File: src/assert_macros.svh
// Assertion helpers: clocked check and a never-true check, both reset-gated.
`ifndef ASSERT_MACROS_SVH
`define ASSERT_MACROS_SVH
`ifndef SYNTHESIS
`define ASSERT_CLK(label, clk, rst, prop) \
  label: assert property (@(posedge clk) disable iff (rst) prop) \
    else $error("assertion failed");
`define ASSERT_NEVER(label, clk, rst, expr) \
  label: assert property (@(posedge clk) disable iff (rst) !(expr)) \
    else $error("forbidden condition seen");
`else
`define ASSERT_CLK(label, clk, rst, prop)
`define ASSERT_NEVER(label, clk, rst, expr)
`endif
`endif

File: src/spc_pkg.sv
`default_nettype none
package spc_pkg;

  localparam int US_W      = 16;
  localparam int TS_W      = 32;
  localparam int POS_W     = 23;
  localparam int FRQ_W     = 20;
  localparam int CFG_IDX_W = 1;

  localparam logic [US_W-1:0]      SAT_US            = 16'hFFFF;
  localparam logic [POS_W-1:0]     PERCENT_SCALE     = 23'd100;
  localparam logic [FRQ_W-1:0]     MICROS_PER_SECOND = 20'd1000000;
  localparam logic [US_W-1:0]      MIN_WIDTH_RESET   = 16'd1000;
  localparam logic [US_W-1:0]      MAX_WIDTH_RESET   = 16'd2000;
  localparam logic [CFG_IDX_W-1:0] CFG_IDX_MIN       = 1'b0;
  localparam logic [CFG_IDX_W-1:0] CFG_IDX_MAX       = 1'b1;

  // One restoring step per quotient bit, sized for the wider numerator.
  localparam int DIV_STEPS = POS_W;
  localparam int STEP_W    = $clog2(DIV_STEPS);

  typedef struct packed {
    logic [US_W-1:0] width;
    logic [US_W-1:0] period;
  } spc_item_t;

endpackage
`default_nettype wire

File: src/spc_front.sv
`default_nettype none
module spc_front (
  input  wire                       clk,
  input  wire                       rst,
  input  wire                       in_valid,
  output logic                      in_stall,
  input  wire  [31:0]               timestamp_us,
  input  wire                       pin_level,
  output logic                      push_valid,
  input  wire                       push_ready,
  output spc_pkg::spc_item_t        push_item
);
  import spc_pkg::*;

  logic            previous_level;
  logic [TS_W-1:0] last_rise_time;
  logic [US_W-1:0] held_width;
  logic [US_W-1:0] held_period;

  logic            accept;
  logic            rise;
  logic            fall;
  logic [TS_W-1:0] delta;
  logic [US_W-1:0] delta_sat;
  logic [US_W-1:0] held_width_next;
  logic [US_W-1:0] held_period_next;

  assign in_stall   = !push_ready;
  assign accept     = in_valid && push_ready;
  assign push_valid = in_valid;

  assign rise      = !previous_level && pin_level;
  assign fall      = previous_level && !pin_level;
  assign delta     = timestamp_us - last_rise_time;
  assign delta_sat = (|delta[TS_W-1:US_W]) ? SAT_US : delta[US_W-1:0];

  assign held_width_next  = fall ? delta_sat : held_width;
  assign held_period_next = rise ? delta_sat : held_period;

  assign push_item.width  = held_width_next;
  assign push_item.period = held_period_next;

  always_ff @(posedge clk) begin
    if (rst) begin
      previous_level <= 1'b0;
      last_rise_time <= '0;
      held_width     <= '0;
      held_period    <= '0;
    end else if (accept) begin
      previous_level <= pin_level;
      held_width     <= held_width_next;
      held_period    <= held_period_next;
      if (rise) begin
        last_rise_time <= timestamp_us;
      end
    end
  end

endmodule
`default_nettype wire

File: src/spc_queue.sv
`default_nettype none
module spc_queue #(
  parameter int DEPTH = 2
) (
  input  wire                 clk,
  input  wire                 rst,
  input  wire                 push_valid,
  output logic                push_ready,
  input  spc_pkg::spc_item_t  push_item,
  output logic                pop_valid,
  input  wire                 pop_ready,
  output spc_pkg::spc_item_t  pop_item
);
  import spc_pkg::*;

  localparam int PTR_W = $clog2(DEPTH);
  localparam int CNT_W = $clog2(DEPTH + 1);

  spc_item_t        slots [DEPTH];
  logic [PTR_W-1:0] wr_ptr;
  logic [PTR_W-1:0] rd_ptr;
  logic [CNT_W-1:0] count;
  logic             do_push;
  logic             do_pop;

  assign push_ready = (count != CNT_W'(DEPTH));
  assign pop_valid  = (count != '0);
  assign pop_item   = slots[rd_ptr];
  assign do_push    = push_valid && push_ready;
  assign do_pop     = pop_valid && pop_ready;

  always_ff @(posedge clk) begin
    if (do_push) begin
      slots[wr_ptr] <= push_item;
    end
  end

  always_ff @(posedge clk) begin
    if (rst) begin
      wr_ptr <= '0;
      rd_ptr <= '0;
      count  <= '0;
    end else begin
      if (do_push) begin
        wr_ptr <= (wr_ptr == PTR_W'(DEPTH - 1)) ? '0 : wr_ptr + 1'b1;
      end
      if (do_pop) begin
        rd_ptr <= (rd_ptr == PTR_W'(DEPTH - 1)) ? '0 : rd_ptr + 1'b1;
      end
      if (do_push && !do_pop) begin
        count <= count + 1'b1;
      end else if (do_pop && !do_push) begin
        count <= count - 1'b1;
      end
    end
  end

endmodule
`default_nettype wire

File: src/spc_back.sv
`default_nettype none
module spc_back (
  input  wire                 clk,
  input  wire                 rst,
  input  wire  [15:0]         min_width,
  input  wire  [15:0]         max_width,
  input  wire                 pop_valid,
  output logic                pop_ready,
  input  spc_pkg::spc_item_t  pop_item,
  output logic                out_valid,
  input  wire                 out_stall,
  output logic [15:0]         pulse_width_us,
  output logic [15:0]         period_us,
  output logic [22:0]         position_percent,
  output logic [19:0]         frequency_hz
);
  import spc_pkg::*;

  localparam logic [1:0] ST_IDLE = 2'd0;
  localparam logic [1:0] ST_DIV  = 2'd1;
  localparam logic [1:0] ST_DONE = 2'd2;

  logic [1:0]        state;
  logic [STEP_W-1:0] step_cnt;
  logic [US_W-1:0]   cur_width;
  logic [US_W-1:0]   cur_period;
  logic              pos_zero;
  logic              frq_zero;
  logic [POS_W-1:0]  num_pos;
  logic [US_W-1:0]   den_pos;
  logic [US_W-1:0]   rem_pos;
  logic [POS_W-1:0]  num_frq;
  logic [US_W-1:0]   den_frq;
  logic [US_W-1:0]   rem_frq;

  logic              take;
  logic              load_out;
  logic              pos_ok;
  logic [US_W-1:0]   span;
  logic [US_W-1:0]   excess;
  logic [US_W:0]     t_pos;
  logic [US_W:0]     t_frq;
  logic              ge_pos;
  logic              ge_frq;

  assign pop_ready = (state == ST_IDLE);
  assign take      = pop_valid && pop_ready;
  assign load_out  = (state == ST_DONE) && (!out_valid || !out_stall);

  assign pos_ok = (pop_item.width >= min_width) && (max_width > min_width);
  assign span   = max_width - min_width;
  assign excess = pop_item.width - min_width;

  // One restoring step on each divider per cycle while in ST_DIV.
  assign t_pos  = {rem_pos, num_pos[POS_W-1]};
  assign t_frq  = {rem_frq, num_frq[POS_W-1]};
  assign ge_pos = t_pos >= {1'b0, den_pos};
  assign ge_frq = t_frq >= {1'b0, den_frq};

  always_ff @(posedge clk) begin
    if (rst) begin
      state    <= ST_IDLE;
      step_cnt <= '0;
    end else begin
      case (state)
        ST_IDLE: begin
          if (take) begin
            state    <= ST_DIV;
            step_cnt <= '0;
          end
        end
        ST_DIV: begin
          if (step_cnt == STEP_W'(DIV_STEPS - 1)) begin
            state <= ST_DONE;
          end
          step_cnt <= step_cnt + 1'b1;
        end
        ST_DONE: begin
          if (load_out) begin
            state <= ST_IDLE;
          end
        end
        default: begin
          state <= ST_IDLE;
        end
      endcase
    end
  end

  always_ff @(posedge clk) begin
    if (take) begin
      cur_width  <= pop_item.width;
      cur_period <= pop_item.period;
      pos_zero   <= !pos_ok;
      frq_zero   <= (pop_item.period == '0);
      num_pos    <= pos_ok ? POS_W'(excess) * PERCENT_SCALE : '0;
      den_pos    <= pos_ok ? span : US_W'(1);
      rem_pos    <= '0;
      num_frq    <= POS_W'(MICROS_PER_SECOND);
      den_frq    <= pop_item.period;
      rem_frq    <= '0;
    end else if (state == ST_DIV) begin
      num_pos <= {num_pos[POS_W-2:0], ge_pos};
      rem_pos <= ge_pos ? US_W'(t_pos - {1'b0, den_pos}) : t_pos[US_W-1:0];
      num_frq <= {num_frq[POS_W-2:0], ge_frq};
      rem_frq <= ge_frq ? US_W'(t_frq - {1'b0, den_frq}) : t_frq[US_W-1:0];
    end
  end

  always_ff @(posedge clk) begin
    if (rst) begin
      out_valid <= 1'b0;
    end else if (load_out) begin
      out_valid <= 1'b1;
    end else if (!out_stall) begin
      out_valid <= 1'b0;
    end
  end

  always_ff @(posedge clk) begin
    if (load_out) begin
      pulse_width_us   <= cur_width;
      period_us        <= cur_period;
      position_percent <= pos_zero ? '0 : num_pos;
      frequency_hz     <= frq_zero ? '0 : num_frq[FRQ_W-1:0];
    end
  end

endmodule
`default_nettype wire

File: src/servo_pwm_capture_top.sv
// Servo PWM capture: pulse width, period, position and frequency.
// Input channel: in_valid / in_stall with timestamp_us (microseconds) and
// pin_level. A transfer takes place on a clock edge with valid high and
// stall low. A rising pin edge stores the rise-to-rise period, a falling
// edge stores the high width, both saturated at 65535 us.
// Output channel: out_valid / out_stall; every input transfer yields one
// result with the held width, period, position in percent and frequency.
// A 23-step restoring divider pair in the back end works out position
// and frequency together; it takes no new item until the previous
// result has been loaded into the output register.
// A queue of QUEUE_DEPTH items sits between edge capture and the divider,
// so the front accepts samples while a result waits at the output.
// When the receiver stalls, the output register holds its result, the
// divider finishes the next item and waits, then the queue fills and
// in_stall rises. Reset (rst, synchronous) clears the pin history, rise
// time and held values and loads min/max widths of 1000 and 2000 us.
// Write cfg_index 0 (min width) or 1 (max width) with cfg_write while idle.
`default_nettype none
`include "assert_macros.svh"
module servo_pwm_capture_top #(
  parameter int QUEUE_DEPTH = 2
) (
  input  wire         clk,
  input  wire         rst,
  input  wire         in_valid,
  output logic        in_stall,
  input  wire  [31:0] timestamp_us,
  input  wire         pin_level,
  output logic        out_valid,
  input  wire         out_stall,
  output logic [15:0] pulse_width_us,
  output logic [15:0] period_us,
  output logic [22:0] position_percent,
  output logic [19:0] frequency_hz,
  input  wire         cfg_write,
  input  wire  [0:0]  cfg_index,
  input  wire  [15:0] cfg_data
);
  import spc_pkg::*;

  logic [US_W-1:0] percent_min_width;
  logic [US_W-1:0] percent_max_width;

  logic      push_valid;
  logic      push_ready;
  spc_item_t push_item;
  logic      pop_valid;
  logic      pop_ready;
  spc_item_t pop_item;
  logic      pos_set;

  always_ff @(posedge clk) begin
    if (rst) begin
      percent_min_width <= MIN_WIDTH_RESET;
      percent_max_width <= MAX_WIDTH_RESET;
    end else if (cfg_write) begin
      case (cfg_index)
        CFG_IDX_MIN: percent_min_width <= cfg_data;
        CFG_IDX_MAX: percent_max_width <= cfg_data;
        default: begin
          percent_min_width <= percent_min_width;
        end
      endcase
    end
  end

  spc_front u_front (
    .clk          (clk),
    .rst          (rst),
    .in_valid     (in_valid),
    .in_stall     (in_stall),
    .timestamp_us (timestamp_us),
    .pin_level    (pin_level),
    .push_valid   (push_valid),
    .push_ready   (push_ready),
    .push_item    (push_item)
  );

  spc_queue #(
    .DEPTH (QUEUE_DEPTH)
  ) u_queue (
    .clk        (clk),
    .rst        (rst),
    .push_valid (push_valid),
    .push_ready (push_ready),
    .push_item  (push_item),
    .pop_valid  (pop_valid),
    .pop_ready  (pop_ready),
    .pop_item   (pop_item)
  );

  spc_back u_back (
    .clk              (clk),
    .rst              (rst),
    .min_width        (percent_min_width),
    .max_width        (percent_max_width),
    .pop_valid        (pop_valid),
    .pop_ready        (pop_ready),
    .pop_item         (pop_item),
    .out_valid        (out_valid),
    .out_stall        (out_stall),
    .pulse_width_us   (pulse_width_us),
    .period_us        (period_us),
    .position_percent (position_percent),
    .frequency_hz     (frequency_hz)
  );

  assign pos_set = out_valid && (position_percent != '0);

  `ASSERT_NEVER(a_pos_below_min, clk, rst, pos_set && (pulse_width_us < percent_min_width))
  `ASSERT_NEVER(a_pos_bad_span, clk, rst, pos_set && (percent_max_width <= percent_min_width))
  `ASSERT_CLK(a_frq_zero_period, clk, rst, out_valid && (period_us == '0) |-> frequency_hz == '0)

endmodule
`default_nettype wire
File: config.mk
export PLATFORM = sky130hd
export DESIGN_NAME = servo_pwm_capture_top
export DESIGN_NICKNAME = d
export VERILOG_FILES = /design/src/spc_pkg.sv /design/src/spc_front.sv /design/src/spc_queue.sv /design/src/spc_back.sv /design/src/servo_pwm_capture_top.sv
export VERILOG_INCLUDE_DIRS = /design/src /design/src/src
export SDC_FILE = /design/constraint.sdc
export NUM_CORES = 1
export LEC_CHECK = 0
export ABC_AREA = 1
export ABC_CLOCK_PERIOD_IN_PS = 7280
export BUFFER_PORTS_ARGS = -buffer_cell sky130_fd_sc_hd__buf_2
export CAP_MARGIN = 0
export CORE_ASPECT_RATIO = 1.2
export CORE_MARGIN = 4
export CORE_UTILIZATION = 58
export DETAILED_ROUTE_END_ITERATION = 16
export PLACE_DENSITY = 0.74
export SYNTH_ARGS = -nofsm -noshare
export SYNTH_HDL_FRONTEND = slang
export SYNTH_SLANG_ARGS = --single-unit
export TNS_END_PERCENT = 10
File: constraint.sdc
create_clock -name clk -period 7.28 [get_ports clk]
set_clock_uncertainty 0.15 [all_clocks]
set_input_delay 1.456 -clock clk [delete_from_list [all_inputs] [get_ports clk]]
set_output_delay 1.456 -clock clk [all_outputs]
set_load 0.05 [all_outputs]
Yosys cells after proc, flatten, opt, wreduce, memory -nomap -nowiden
Memory sizes are Yosys's and may differ from the RTL's. A register that Yosys moved wholly into a read port is not among the register bits.
Index checks and enable logic that the tools add are counted.
- memory bits (writable): 64
- memories kept: 1
- register bits after elaboration: 312
- word-level logic and storage cells: 103
- memory list (memory ; words ; bits a word ; rd ports ; clocked after memory_dff ; write ports ; RTL line ; RTL):
    u_queue.slots ; 2 ; 32 ; 1 ; 1 ; 1 ; spc_queue.sv:19 ; spc_item_t slots [DEPTH];
- bitwise operators: 1
- mux-type cells: 24
- equality and inequality tests: 8
- add/sub/neg operators: 10
- reduce and logical (&&, ||, !) cells: 29
- multipliers: 1
- order comparisons: 4
- operators by type and width (cell ; count):
    two-way mux 16 bit ; 5
    two-way mux 23 bit ; 3
    subtractor 16 bit ; 4
    >= comparator 17 x 16 -> 1 bit ; 2
    subtractor 32 bit ; 1
    multiplier 16 x 5 -> 21 bit (second input constant) ; 1
    >= comparator 16 bit ; 1
    > comparator 16 bit ; 1
    zero test 16 bit ; 1
    OR reduction 16 bit ; 1
    two-way mux 2 bit ; 5
    case mux 5 bit (2 select lines) ; 1
    logical AND 1 bit ; 8
    zero test 1 bit ; 8
    two-way mux 1 bit ; 8
    AND reduction 2 bit ; 4
    nonzero test 2 bit ; 4
    != test 2 x 1 -> 1 bit (second input constant) ; 3
    case mux 2 bit (3 select lines) ; 1
    adder 5 x 1 -> 5 bit (second input constant) ; 1
    == test 5 bit (second input constant) ; 1
    two-way mux 5 bit ; 1
    != test 2 bit (second input constant) ; 2
    AND reduction 3 bit ; 1
    other kinds (8) ; 9

Depth between registers and ports, before layout
- word-level depth: 6
- gate-level depth with buffers: 31

Cells and area by module
A second synthesis with hierarchy kept.
- cells, all modules: 2898
- area, all modules: 22820.6 sq um
- modules (own cells, without submodules) (module ; cells an instance ; area an instance (sq um) ; instances):
    spc_back ; 1610 ; 13131.3 ; 1
    spc_front ; 988 ; 5711.7 ; 1
    spc_queue ; 137 ; 2705.1 ; 1
    servo_pwm_capture_top ; 163 ; 1272.5 ; 1

Worst setup path before layout
Ideal clock, no wire load.
- path kind: register to register
- start point: reg with a tool-made name
- end point: reg u_back.num_pos[20], data pin
- arrival: 5.548 ns
- setup time: 0.334 ns
- data required time: 6.796 ns
- buffers on the path: 3
- clock period less this slack: 6.033 ns
- stages on the path, launching flop included: 27
- slack: 1.247 ns
- cells stage by stage: dfxtp_1 clkbuf_1 clkbuf_1 buf_1 mux2_2 fa_1 a21oi_1 o21ai_1 nand3_1 nand2_1 nand2_1 nand2_1 a21boi_1 o21ai_0 xnor2_1 inv_1 ha_1 ha_1 inv_1 fa_1 inv_1 ha_1 a21oi_1 a21boi_0 o21ai_0 xor2_1 o22ai_1
- RTL lines (what ; RTL line ; RTL):
    end signal, assigned ; spc_back.sv:96 ; num_pos <= pos_ok ? POS_W'(excess) * PERCENT_SCALE : '0;
    end signal, assigned ; spc_back.sv:103 ; num_pos <= {num_pos[POS_W-2:0], ge_pos};
    end, declared ; spc_back.sv:29 ; logic [POS_W-1:0] num_pos;

==> results.md <==
- Synth top cells by count: nand2_1, inv_1, edfxtp_1
- Final worst path period share: 85.1%
- Status: completed
- Clock-pin slew on the worst setup and hold paths: 0.06 ns
- Worst hold path class: flop to flop
- Max-cap viol count: 0
- RSZ-0062 raised after global routing: false
- Synth Instances: 2508
- Die Ht: 217 microns
- IO Count: 132
- Yosys warning count: 0
- Post-synth top flop: edfxtp_1
- Core ar.: 0.0359 sq mm
- Initial antenna violation count: 3
- Final non-filler cell total: 3123
- Per-cell routed wire length: 15.3 microns
- First-pass GRT wire length: 77900 microns
- Area post-placement: 0.0222 sq mm
- Fmax: 161 MHz
- Vias in the first global route: 16200
- Fin. max-slew vios: 0
- Rows: 76
- HPWL Detailed: 36500 microns
- Root Driver: clkbuf_16
- WHS Path Cells: 0
- DIE AREA: 0.0396 sq mm
- Post-synth top area share: 30.1%
- Layout cells sized above 1: 11.6%
- Hold EP: u_back.pulse_width_us[13]
- Worst path required time: 7.38 ns
- Syn Nets: 2729
- Post-synth EDFFs: 212
- # diodes: 0
- Count of port buffers added during placement: 131
- Post-cts hold buffer count: 0
- Actual slew at the worst max-slew pin: 1.12 ns
- FF-to-FF End: u_back.num_pos[20]
- Initial Util: 58.8%
- Critical path launch point type: flop
- Area added between synthesis and finish: 11.2%
- Post-CTS repair timing setup buffer count: 0
- Minimum clock period: 6.20 ns
- Min-Delay Startpoint: u_back.cur_width[13]
- PnR worst setup slack: 1.08 ns
- Hold Vio Cnt, Final: 0
- FF-to-FF path depth: 23
- Congestion Overflow GR: 0
- Post-synthesis async set-or-reset flop share: 0%
- Chip width: 182 microns
- Vias: 16600
- Clk_lat worst skew: 0.53 ns
- H-tree depth: 2
- Slew HR: 25.1%
- CTS tree: done
- Setup TNS: 0 ns
- Remaining DRCs: 0
- Final Cell Area: 0.0235 sq mm
- Longest Clk Path Bufs: 3
- Antenna viol nets, final: 0
- Synth area leaders: edfxtp_1, dfxtp_1, nand2_1
- Clock sinks: 377
- Setup CP Type: flop to flop
- Worst-path maximum fanout: 18
- Syn Area/Cell: 8.42 sq um
- Placed Cells incl. Taps: 3054
- CTS buffer count: 38
- Via density: 5.31
- Seq cells post-synth: 377
- Gr usage total: 23.9%
- Worst path arrival time: 6.29 ns
- Dpl ws: 1.07 ns
- Final setup viols: 0
- TritonRoute pass-1 iters: 6
- Yosys top cell by area: edfxtp_1
- DRT Wirelength: 47700 microns
- Most numerous cell in the Yosys netlist: nand2_1
- CP Capture Type: flop
- Nets: 2847
- Final Wtd Congestion: 0.916
- Sequential element share of the synthesized area: 45.8%
- Largest net degree at the start of global routing: 84
- Library cells used by synthesis: 52
- R2R Setup Slk: 1.08 ns
- Mapped Area: 0.0211 sq mm
- DRT iter0 DRCs: 1040
- # resized after CTS: 0
==> registers in the layout, summed over array words and instances, names as in the netlist, 16 cells and up, named ones only <==
register and cells:
u_back.cur_width 16, u_back.position_percent 23, u_front.held_period 16, u_back.cur_period 16, u_back.rem_pos 16, u_back.frequency_hz 20, u_front.last_rise_time 32, percent_max_width 16
u_queue.slots 64, u_front.held_width 16, u_back.rem_frq 16, u_back.den_pos 16, percent_min_width 16, u_back.num_pos 23, u_back.pulse_width_us 16, u_back.num_frq 23
u_back.period_us 16
==> cells by family (layout without fill, tap and decap cells) <==
family	after synthesis	in the layout	share of synthesized area (%)
flops	377	377	45.8
mux	31	31	1.65
compound gates	429	429	11.0
simple gates	943	943	19.1
buf+inv	484	631	8.80
fa+ha+maj	166	166	10.4
xor+xnor	78	78	3.23
==> how the worst max path moves through the flow <==
| stage | start | to |
|---|---|---|
| floorplan | flop | u_back.num_pos[20] |
| global placement | flop | u_back.num_pos[20] |
| detailed placement | flop | u_back.num_pos[20] |
| CTS | flop | u_back.num_pos[20] |
| global route | flop | u_back.num_pos[22] |
| finish | flop | u_back.num_pos[20] |
==> area by class of cell <==
cell class	instances	area (sq um)
Sequential cell	377	9670
Fill cell	2995	12500
Clock inverter	16	221
Tap cell	468	586
Inverter	418	1570
Timing Repair Buffer	144	753
Multi-Input combinational cell	1647	9620
Clock buffer	53	1080
==> layer usage <==
layer | vias to the layer above | global-route usage (%) | part of all wire, %
met5 | - | 0 | 0.078
met4 | 6 | 9.21 | 4.0
met3 | 105 | 3.26 | 4.1
met2 | 350 | 45.2 | 52
met1 | 7693 | 27.1 | 39
li1 | 8433 | - | -
==> worst max-delay path, cell delays in order (launching register included) <==
cell	delay [ns]
dfxtp_1	0.80
mux2_2	0.45
fa_1	0.44
a21oi_1	0.20
o21ai_1	0.11
nand3_1	0.08
nand2_1	0.08
nand2_1	0.07
nand2_1	0.11
a21boi_1	0.29
o21ai_0	0.18
xnor2_1	0.31
inv_1	0.12
ha_1	0.32
ha_1	0.28
inv_1	0.06
fa_1	0.54
inv_1	0.04
ha_1	0.34
a21oi_1	0.16
a21boi_0	0.37
o21ai_0	0.17
xor2_1	0.15
o22ai_1	0.09
==> cells in the final DEF (no fill, tap or decap), types with 11 or more instances in the layout <==
| cell type | n |
|---|---|
| a21oi_1 | 199 |
| buf_2 | 131 |
| buf_4 | 13 |
| clkbuf_16 | 39 |
| dfxtp_1 | 165 |
| edfxtp_1 | 212 |
| fa_1 | 16 |
| ha_1 | 150 |
| inv_1 | 405 |
| mux2_2 | 31 |
| nand2_1 | 547 |
| nand2_2 | 13 |
| nand3_1 | 100 |
| nand3_2 | 11 |
| nand4_1 | 15 |
| nor2_1 | 193 |
| nor2_2 | 14 |
| nor2_4 | 12 |
| o211ai_1 | 12 |
| o21ai_0 | 137 |
| o22ai_1 | 33 |
| xnor2_1 | 27 |
| xor2_1 | 51 |
==> stage by stage <==
| stage | hold WS (ns) | utilization, % |
|---|---|---|
| 2_1_floorplan | 0.250 | - |
| 5_1_grt | 0.277 | 65.4 |
| 6_report | 0.268 | 65.4 |
| 3_5_place_dp | 0.255 | 61.7 |
| 3_3_place_gp | 0.253 | 61.7 |
| 4_1_cts | 0.270 | 65.4 |
Power is not shown: default switching activity piles up to over one toggle a cycle in this logic, so the estimate is an artifact.
